`src/hw/rtl/ttrc_pkg.sv`:
```
// ----------------------------------------------------------------------------
// ttrc_pkg
// Types and constants shared by the three-term recurrence checksum block.
// ----------------------------------------------------------------------------
package ttrc_pkg;

    localparam int unsigned BYTE_W   = 8;
    localparam int unsigned TERM_W   = 16;
    localparam int unsigned COEF_W   = BYTE_W + 1;
    localparam int unsigned PROD_A_W = COEF_W + TERM_W;
    localparam int unsigned PROD_B_W = BYTE_W + TERM_W;
    localparam int unsigned DIFF_W   = PROD_A_W + 1;
    localparam int unsigned FOLD_W   = TERM_W + 1;

    localparam logic [FOLD_W-1:0] TERM_MOD  = FOLD_W'(65535);
    // 2^64 mod 65535 is 1; 65535*512 lifts any negative difference above zero
    localparam logic [DIFF_W-1:0] WRAP_BIAS = DIFF_W'(65535 * 512 + 1);

    localparam logic [BYTE_W-1:0] SEED_ADD  = BYTE_W'(7);
    localparam logic [TERM_W-1:0] TERM_INIT = TERM_W'(1);
    localparam logic [TERM_W-1:0] EMPTY_SUM = TERM_W'(1);

    typedef struct packed {
        logic              started;
        logic [BYTE_W-1:0] byte_index;
        logic [TERM_W-1:0] prev_term;
        logic [TERM_W-1:0] curr_term;
    } ttrc_state_t;

    typedef struct packed {
        logic              emit;
        logic              started;
        logic [TERM_W-1:0] checksum;
    } ttrc_status_t;

endpackage

```
`src/hw/rtl/ttrc_term.sv`:
```
// ----------------------------------------------------------------------------
// ttrc_term
// Next recurrence term: ((b + 17i) * curr - (31i) * prev) mod 65535, with a
// 64-bit wrap on borrow folded in as +1.
// ----------------------------------------------------------------------------
module ttrc_term
    import ttrc_pkg::*;
(
    input  logic [BYTE_W-1:0] data_byte,
    input  logic [BYTE_W-1:0] byte_index,
    input  logic [TERM_W-1:0] curr_term,
    input  logic [TERM_W-1:0] prev_term,
    output logic [TERM_W-1:0] term
);

    logic [BYTE_W-1:0]   alpha;
    logic [BYTE_W-1:0]   beta;
    logic [COEF_W-1:0]   coef_a;
    logic [PROD_A_W-1:0] prod_a;
    logic [PROD_B_W-1:0] prod_b;
    logic                borrow;
    logic [DIFF_W-1:0]   diff;
    logic [FOLD_W-1:0]   fold;
    logic [FOLD_W-1:0]   fold_sub;

    always_comb
    begin
        alpha  = byte_index + (byte_index << 4);
        beta   = (byte_index << 5) - byte_index;
        coef_a = {1'b0, data_byte} + {1'b0, alpha};
        prod_a = PROD_A_W'(coef_a) * PROD_A_W'(curr_term);
        prod_b = PROD_B_W'(beta) * PROD_B_W'(prev_term);
        borrow = prod_a < {1'b0, prod_b};
        if (borrow)
        begin
            diff = {1'b0, prod_a} + WRAP_BIAS - {2'b00, prod_b};
        end
        else
        begin
            diff = {1'b0, prod_a} - {2'b00, prod_b};
        end
        fold     = FOLD_W'(diff[DIFF_W-1:TERM_W]) + {1'b0, diff[TERM_W-1:0]};
        fold_sub = fold - TERM_MOD;
        term     = (fold >= TERM_MOD) ? fold_sub[TERM_W-1:0] : fold[TERM_W-1:0];
    end

endmodule

```
`src/hw/rtl/ttrc_state.sv`:
```
// ----------------------------------------------------------------------------
// ttrc_state
// Recurrence state registers and per-byte update; flags a checksum on the
// last byte or an empty message.
// ----------------------------------------------------------------------------
module ttrc_state
    import ttrc_pkg::*;
(
    input  logic              clk,
    input  logic              rst_n,
    input  logic              step,
    input  logic [BYTE_W-1:0] data_byte,
    input  logic              last_byte,
    input  logic              empty_message,
    output ttrc_status_t      status
);

    ttrc_state_t       state_reg;
    ttrc_state_t       state_next;
    ttrc_state_t       clear_state;
    ttrc_state_t       adv_state;
    logic [TERM_W-1:0] term;

    ttrc_term u_term (
        .data_byte  (data_byte),
        .byte_index (state_reg.byte_index),
        .curr_term  (state_reg.curr_term),
        .prev_term  (state_reg.prev_term),
        .term       (term)
    );

    always_comb
    begin
        clear_state.started    = 1'b0;
        clear_state.byte_index = '0;
        clear_state.prev_term  = TERM_INIT;
        clear_state.curr_term  = TERM_INIT;

        if (!state_reg.started)
        begin
            adv_state.started    = 1'b1;
            adv_state.byte_index = BYTE_W'(1);
            adv_state.prev_term  = TERM_INIT;
            adv_state.curr_term  = TERM_W'(data_byte) + TERM_W'(SEED_ADD);
        end
        else
        begin
            adv_state.started    = 1'b1;
            adv_state.byte_index = state_reg.byte_index + BYTE_W'(1);
            adv_state.prev_term  = state_reg.curr_term;
            adv_state.curr_term  = term;
        end

        status.started = state_reg.started;
        if (empty_message)
        begin
            status.emit     = 1'b1;
            status.checksum = EMPTY_SUM;
            state_next      = clear_state;
        end
        else if (last_byte)
        begin
            status.emit     = 1'b1;
            status.checksum = adv_state.curr_term;
            state_next      = clear_state;
        end
        else
        begin
            status.emit     = 1'b0;
            status.checksum = adv_state.curr_term;
            state_next      = adv_state;
        end
    end

    always_ff @(posedge clk or negedge rst_n)
    begin
        if (!rst_n)
        begin
            state_reg.started    <= 1'b0;
            state_reg.byte_index <= '0;
            state_reg.prev_term  <= TERM_INIT;
            state_reg.curr_term  <= TERM_INIT;
        end
        else if (step)
        begin
            state_reg <= state_next;
        end
    end

endmodule

```
`src/hw/rtl/three_term_recurrence_checksum_top.sv`:
```
// ----------------------------------------------------------------------------
// three_term_recurrence_checksum_top
// Byte-serial three-term recurrence checksum with registered input and result.
// ----------------------------------------------------------------------------
// Takes one message byte per transfer, one transfer per cycle sustained, and
// returns the checksum on the byte marked last (or 1 for an empty message).
// A result passes through the input register, which loads at the input
// transfer, and then the result register, which the recurrence update in
// ttrc_state loads once the result register is free.
// The state update (two small multiplies and a mod-65535 fold) is what sets
// the rate. Input stalls only when a result is due and the result
// register still holds an untaken checksum.
module three_term_recurrence_checksum_top
    import ttrc_pkg::*;
(
    input  logic              clk,
    input  logic              rst_n,
    input  logic              in_valid,
    output logic              in_ready,
    input  logic [BYTE_W-1:0] data_byte,
    input  logic              last_byte,
    input  logic              empty_message,
    output logic              out_valid,
    input  logic              out_ready,
    output logic [TERM_W-1:0] checksum
);

    logic              in_valid_reg;
    logic [BYTE_W-1:0] in_byte_reg;
    logic              in_last_reg;
    logic              in_empty_reg;
    logic              out_valid_reg;
    logic              out_valid_next;
    logic [TERM_W-1:0] checksum_reg;
    logic              out_free;
    logic              advance;
    ttrc_status_t      status;

    ttrc_state u_state (
        .clk           (clk),
        .rst_n         (rst_n),
        .step          (advance),
        .data_byte     (in_byte_reg),
        .last_byte     (in_last_reg),
        .empty_message (in_empty_reg),
        .status        (status)
    );

    assign out_free  = !out_valid_reg || out_ready;
    assign advance   = in_valid_reg && (!status.emit || out_free);
    assign in_ready  = !in_valid_reg || advance;
    assign out_valid = out_valid_reg;
    assign checksum  = checksum_reg;

    always_comb
    begin
        if (advance && status.emit)
        begin
            out_valid_next = 1'b1;
        end
        else if (out_ready)
        begin
            out_valid_next = 1'b0;
        end
        else
        begin
            out_valid_next = out_valid_reg;
        end
    end

    always_ff @(posedge clk or negedge rst_n)
    begin
        if (!rst_n)
        begin
            in_valid_reg  <= 1'b0;
            out_valid_reg <= 1'b0;
        end
        else
        begin
            if (in_ready)
            begin
                in_valid_reg <= in_valid;
            end
            out_valid_reg <= out_valid_next;
        end
    end

    always_ff @(posedge clk)
    begin
        if (in_valid && in_ready)
        begin
            in_byte_reg  <= data_byte;
            in_last_reg  <= last_byte;
            in_empty_reg <= empty_message;
        end
        if (advance && status.emit)
        begin
            checksum_reg <= status.checksum;
        end
    end

    // a valid checksum is always fully reduced
    assert property (@(posedge clk) disable iff (!rst_n)
        out_valid |-> checksum != 16'hFFFF)
        else $error("checksum not reduced mod 65535");

    // a message end returns the recurrence to its idle state
    assert property (@(posedge clk) disable iff (!rst_n)
        advance && status.emit |=> !status.started)
        else $error("state not cleared after message end");

    // a stalled input item stays in the input register
    assert property (@(posedge clk) disable iff (!rst_n)
        in_valid_reg && !advance |=> in_valid_reg && $stable(in_byte_reg))
        else $error("stalled input item lost");

    // a result is only loaded when the result register is free
    assert property (@(posedge clk) disable iff (!rst_n)
        out_valid && !out_ready |=> out_valid && $stable(checksum_reg))
        else $error("pending checksum overwritten");

endmodule
```
`config.mk`:
```
export PLATFORM = sky130hd
export DESIGN_NAME = three_term_recurrence_checksum_top
export DESIGN_NICKNAME = d
export VERILOG_FILES = /design/src/hw/rtl/ttrc_pkg.sv /design/src/hw/rtl/ttrc_term.sv /design/src/hw/rtl/ttrc_state.sv /design/src/hw/rtl/three_term_recurrence_checksum_top.sv
export SDC_FILE = /design/constraint.sdc
export NUM_CORES = 1
export LEC_CHECK = 0
export ABC_AREA = 1
export BUFFER_PORTS_ARGS = -buffer_cell sky130_fd_sc_hd__buf_2
export CAP_MARGIN = 20
export CORE_ASPECT_RATIO = 0.9
export CORE_MARGIN = 10
export CORE_UTILIZATION = 70
export CTS_BUF_LIST = sky130_fd_sc_hd__clkbuf_8
export CTS_CLUSTER_DIAMETER = 120
export DETAILED_ROUTE_END_ITERATION = 8
export PLACE_DENSITY = 0.88
export SLEW_MARGIN = 10
export SYNTH_ARGS = -nofsm -noshare
export SYNTH_HDL_FRONTEND = slang
export SYNTH_HIERARCHICAL = 1
export SYNTH_SLANG_ARGS = --single-unit
```
`constraint.sdc`:
```
create_clock -name clk -period 33.5 [get_ports clk]
set_input_delay 3.35 -clock clk [delete_from_list [all_inputs] [get_ports clk]]
set_output_delay 3.35 -clock clk [all_outputs]
set_load 0.005 [all_outputs]
```
Yosys cells after proc, flatten, opt, wreduce, memory -nomap -nowiden. Cells that the tools add are included. W data, S select, Z words.

$add $sub $neg: 10. Multipliers: 2. Reductions and logical operators: 10. Mux-type cells: 9. $lt $le $gt $ge: 2.

Operator list (number): $mux W41 (2); $mux W40 (1); $add A25 B25 Y26 const B (1); $mux W26 (1); $sub A25 B24 Y26 (1); $sub A26 B24 Y26 (1); $lt A25 B24 Y1 (1); $mul A9 B16 Y25 (1); $mul A8 B16 Y24 (1); $add A10 B16 Y17 (1); $ge A17 B16 Y1 const B (1); $mux W16 (1); $sub A16 B16 Y16 const B (1); $add A8 B3 Y9 const B (1); $add A8 B8 Y9 (1); $add A8 B1 Y8 const B (1); $add A8 B8 Y8 (1); $sub A8 B8 Y8 (1); $mux W1 (4); $logic_and A1 B1 Y1 (3); $logic_not A1 Y1 (3); $logic_or A1 B1 Y1 (3); $reduce_bool A2 Y1 (1).

Input port bits: 14. Word-level logic and storage cells: 43. Output and inout bits: 18. Register bits after elaboration: 69.

Longest topological paths before layout.
Depth after elaboration: 12. Depth in mapped cells: 72. Gate-level depth less buffers: 69.

By module. The synthesis kept the hierarchy.

Modules (own cells, without submodules): ttrc_term (cells an instance 1906, area an instance 13052.5 µm², instances 1, seq. area each 0.0 µm²); ttrc_state (cells an instance 247, area an instance 2052.0 µm², instances 1, seq. area each 1028.5 µm²); three_term_recurrence_checksum_top (cells an instance 41, area an instance 890.9 µm², instances 1, seq. area each 830.8 µm²).

Worst setup path before layout. OpenSTA, ideal clock, no wires.

Path type: register to register. From: register u_state/state_reg[32] (netlist name). To: register checksum_reg[6], in the netlist checksum[6], data pin. Setup time: 266 ps. Data arrival time: 10592 ps. Path slack: 22642 ps. Period minus slack after synthesis: 10858 ps. Cell stages (with the launch flop): 57. Path buffers: 4. Required time: 33234 ps. Cell sequence: dfrtp_1 ha_1 fa_1 ha_1 or2_2 nand2_1 clkbuf_1 nor2_1 fa_1 fa_1 inv_1 fa_1 fa_1 inv_1 ha_1 a21oi_1 a21boi_0 o21ai_0 [21 not listed] nor2_1 inv_1 nor3_1 nand2_1 nor2_1 nand2_1 nor2_1 nand3_1 nor2_1 nand3_1 nand2_2 nand2_4 buf_6 nand3_1 nand2_1 or2_2 nand2_1 nor2_1.

Longest elaborated chain between the ends: 10. Elaborated cells between the ends (all ways): 15. Those cells by class: 8 x add/sub; 2 x mul; 2 x order compare; 3 x mux.

RTL lines: $add A8 B8 Y8 (RTL line ttrc_term.sv:28) `alpha = byte_index + (byte_index << 4);`; $add A8 B8 Y9 (RTL line ttrc_term.sv:30) `coef_a = {1'b0, data_byte} + {1'b0, alpha};`; $mul A9 B16 Y25 (RTL line ttrc_term.sv:31) `prod_a = PROD_A_W'(coef_a) * PROD_A_W'(curr_term);`; $add A25 B25 Y26 (RTL line ttrc_term.sv:36) `diff = {1'b0, prod_a} + WRAP_BIAS - {2'b00, prod_b};`; $sub A26 B24 Y26 (RTL line ttrc_term.sv:36); $mux W26 (*) (RTL line ttrc_term.sv:34) `if (borrow)`; $add A10 B16 Y17 (*) (RTL line ttrc_term.sv:42) `fold = FOLD_W'(diff[DIFF_W-1:TERM_W]) + {1'b0, diff[TERM_W-1:0]};`; $sub A16 B16 Y16 or $ge A17 B16 Y1 (tied branches) (RTL line ttrc_term.sv:43, ttrc_term.sv:44); $mux W16 (*) (RTL line ttrc_term.sv:44) `term = (fold >= TERM_MOD) ? fold_sub[TERM_W-1:0] : fold[TERM_W-1:0];`; net u_state.term[6] (RTL line ttrc_state.sv:22) `logic [TERM_W-1:0] term;`; $mux W40 (*) (RTL line ttrc_state.sv:39) `if (!state_reg.started)`; end signal, assigned (RTL line three_term_recurrence_checksum_top.sv:98) `checksum_reg <= status.checksum;`; end, declared (RTL line three_term_recurrence_checksum_top.sv:34) `logic [TERM_W-1:0] checksum_reg;`.

The timed path passes the listed nets; every way through them passes the cells marked *. A chain may end at the register's enable or synchronous reset.

Worst setup path in the final report.
From: register u_state/state_reg[32] (netlist name). To: register checksum_reg[5], in the netlist checksum[5], data pin.

Longest elaborated chain between the ends: 10. Elaborated cells between the ends (all ways): 15. Those cells by class: 8 x add/sub; 2 x mul; 2 x order compare; 3 x mux.

RTL lines (RTL line): $add A8 B8 Y8 (ttrc_term.sv:28); $add A8 B8 Y9 (ttrc_term.sv:30); $mul A9 B16 Y25 (ttrc_term.sv:31); $add A25 B25 Y26 (ttrc_term.sv:36); $sub A26 B24 Y26 (ttrc_term.sv:36); $mux W26 (*) (ttrc_term.sv:34); $add A10 B16 Y17 (*) (ttrc_term.sv:42); $sub A16 B16 Y16 or $ge A17 B16 Y1 (tied branches) (ttrc_term.sv:43, ttrc_term.sv:44); $mux W16 (*) (ttrc_term.sv:44); net u_state.term[5] (ttrc_state.sv:22); $mux W40 (*) (ttrc_state.sv:39).

Marked as above.

==> results.cfg <==
[run_status]
status = completed

[min_path]
min_to = out_valid
hold_path_depth = 2
hold_path.class = register to register
holdCritStartpoint = out_valid

[routing]
num_vias = 14400
dr.pass1.iters = 6
wl_met1_mm = 17.5
drt_iter0_drc = 1433
wl_met2_mm = 19.9
routed.top_layer = met4
dr_wl_met3_mm = 3.84
route.antenna.remaining_nets = 0
routed_wl_mm = 43.2
wl_per_cell_um = 17.3
viasPerCell = 5.75
post-route-drc-count = 0

[setup_path]
slowest_delay_ns = 0.54
arrival_ns = 12.89
cp-start-kind = register
endpoint_kind = register
crit_fanout = 25
cp_slowest_cell = fa_1
reg2reg_slack_ns = 20.68
crit_path_frequent_cell = nand2_1
worstRegToRegCells = 57
r2r_start = u_state/state_reg[32]
required_ns = 33.57
r2r-end = checksum[5]
crit_type = register to register

[timing]
fmax_mhz = 78.0
rsz0062_at_grt = false
period_minus_slack_ns = 12.82
relSlewSlack = 0.353
hold_violations = 0
setup_ws_ns = 20.68
tns_ns = 0
finalSetupViolations = 0
fin_worst_skew_ns = 0.00766
worstMarginPinSlew_ns = 0.970
drv_slew = 0
period_share = 0.383

[synth]
syn_area_per_cell_sq_um = 7.29
yosys_warnings = 6
syn_area_sq_um = 16000
syn_inst = 2193
synthesis.nets = 2583

[die]
placementRows = 52
die_height_um = 163
pin_count = 32
start_util = 0.710
die_area_sq_um = 29300
die_w_um = 179
core_sq_um = 22500

[clock_tree]
cts_buffers = 9
tritoncts = built
cts_hold_buffers = 0
cts.repair.resized = 0
cts_buffer_depth = 2
cts_num_sinks = 69
htreeDepth = 3
clkTransAtPathRegs_ns = 0.07
root_buffer = clkbuf_8
clk_latency_ns = 0.35
post-cts-setup-buffers = 0

[layout]
final_layout_size_suffix_gt1_frac = 0.0504
nFillCells = 1846
stdcell_count = 2500
fin_nets = 2588
syn_to_final_growth_pct = 3.33
largest_reg_flops = 40
diodes = 0
postLayoutCoreUtil = 0.734

[grt]
grt_max_degree = 44
grt_pass1_wl_mm = 69.9
grt_pass1_vias = 14000
globalRouteTotalUtil = 0.297
antenna_found_initial = 0
grt_overflow = 0

[placement]
port_buffers = 31
place_inst = 2484
place_congestion = 0.990
dp_hpwl_mm = 36.4
pre_cts_ws_ns = 20.91

[job]
maxCapViolations = 0
[worst max-delay path by stage]
| stage | start | endpoint | slack [ns] | depth (start not counted) |
|---|---|---|---|---|
| after floorplan | u_state/state_reg[32] | checksum[6] | 22.64 | 56 |
| after global placement | u_state/state_reg[32] | checksum[6] | 21.48 | 57 |
| after detailed placement | u_state/state_reg[32] | checksum[6] | 20.91 | 57 |
| after CTS | u_state/state_reg[32] | checksum[5] | 20.88 | 57 |
| after global routing | u_state/state_reg[34] | checksum[6] | 19.67 | 59 |
| final | u_state/state_reg[32] | checksum[5] | 20.68 | 57 |
[per-layer routing]
metal | up-vias | global-route usage
met2 | 733 | 0.471
li1 | 6715 | -
met5 | - | 0
met3 | 121 | 0.0512
met1 | 6796 | 0.401
met4 | 0 | 0.103
[stage by stage]
stage	area (sq um)	hold slack [ns]
after floorplan	16000	0.453
after global placement	16300	0.544
final	16500	0.578
after detailed placement	16300	0.564
after CTS	16500	0.579
after global routing	16500	0.615
[cell usage in the layout, fill, tap and decap left out, drive strengths merged, types with 10 or more instances in the layout]
master / n
a21oi: 107
a31oi: 10
buf: 33
dfrtp: 41
edfxtp: 26
fa: 195
ha: 181
inv: 511
nand2: 515
nand3: 88
nand4: 25
nor2: 206
nor3: 10
o21ai: 77
o22ai: 14
or2: 13
xnor2: 25
xor2: 61
[final cells by class]
type                    instances  area [sq um]  share of cell area
inverters                     510          1920               0.116
flip-flops and latches         69          1860               0.113
repair buffers                 33           170              0.0103
clock inverters                 7          58.8             0.00356
multi-input cells            1575         12000               0.728
well taps                     297           372              0.0225
clock buffers                   9           124             0.00750
[worst max-delay path: cells and delay by family (launching register included)]
| family | cells | cell delay, ns |
|---|---|---|
| AO/OA/AOI/OAI | 11 | 2.31 |
| XOR/XNOR | 1 | 0.20 |
| adder cells (fa/ha/maj) | 11 | 4.48 |
| buffers and inverters | 7 | 1.29 |
| flip-flops | 1 | 0.32 |
| AND/OR/NAND/NOR | 27 | 3.93 |
Power is not shown: default switching activity piles up to over one toggle a cycle in this logic, so the estimate is an artifact.
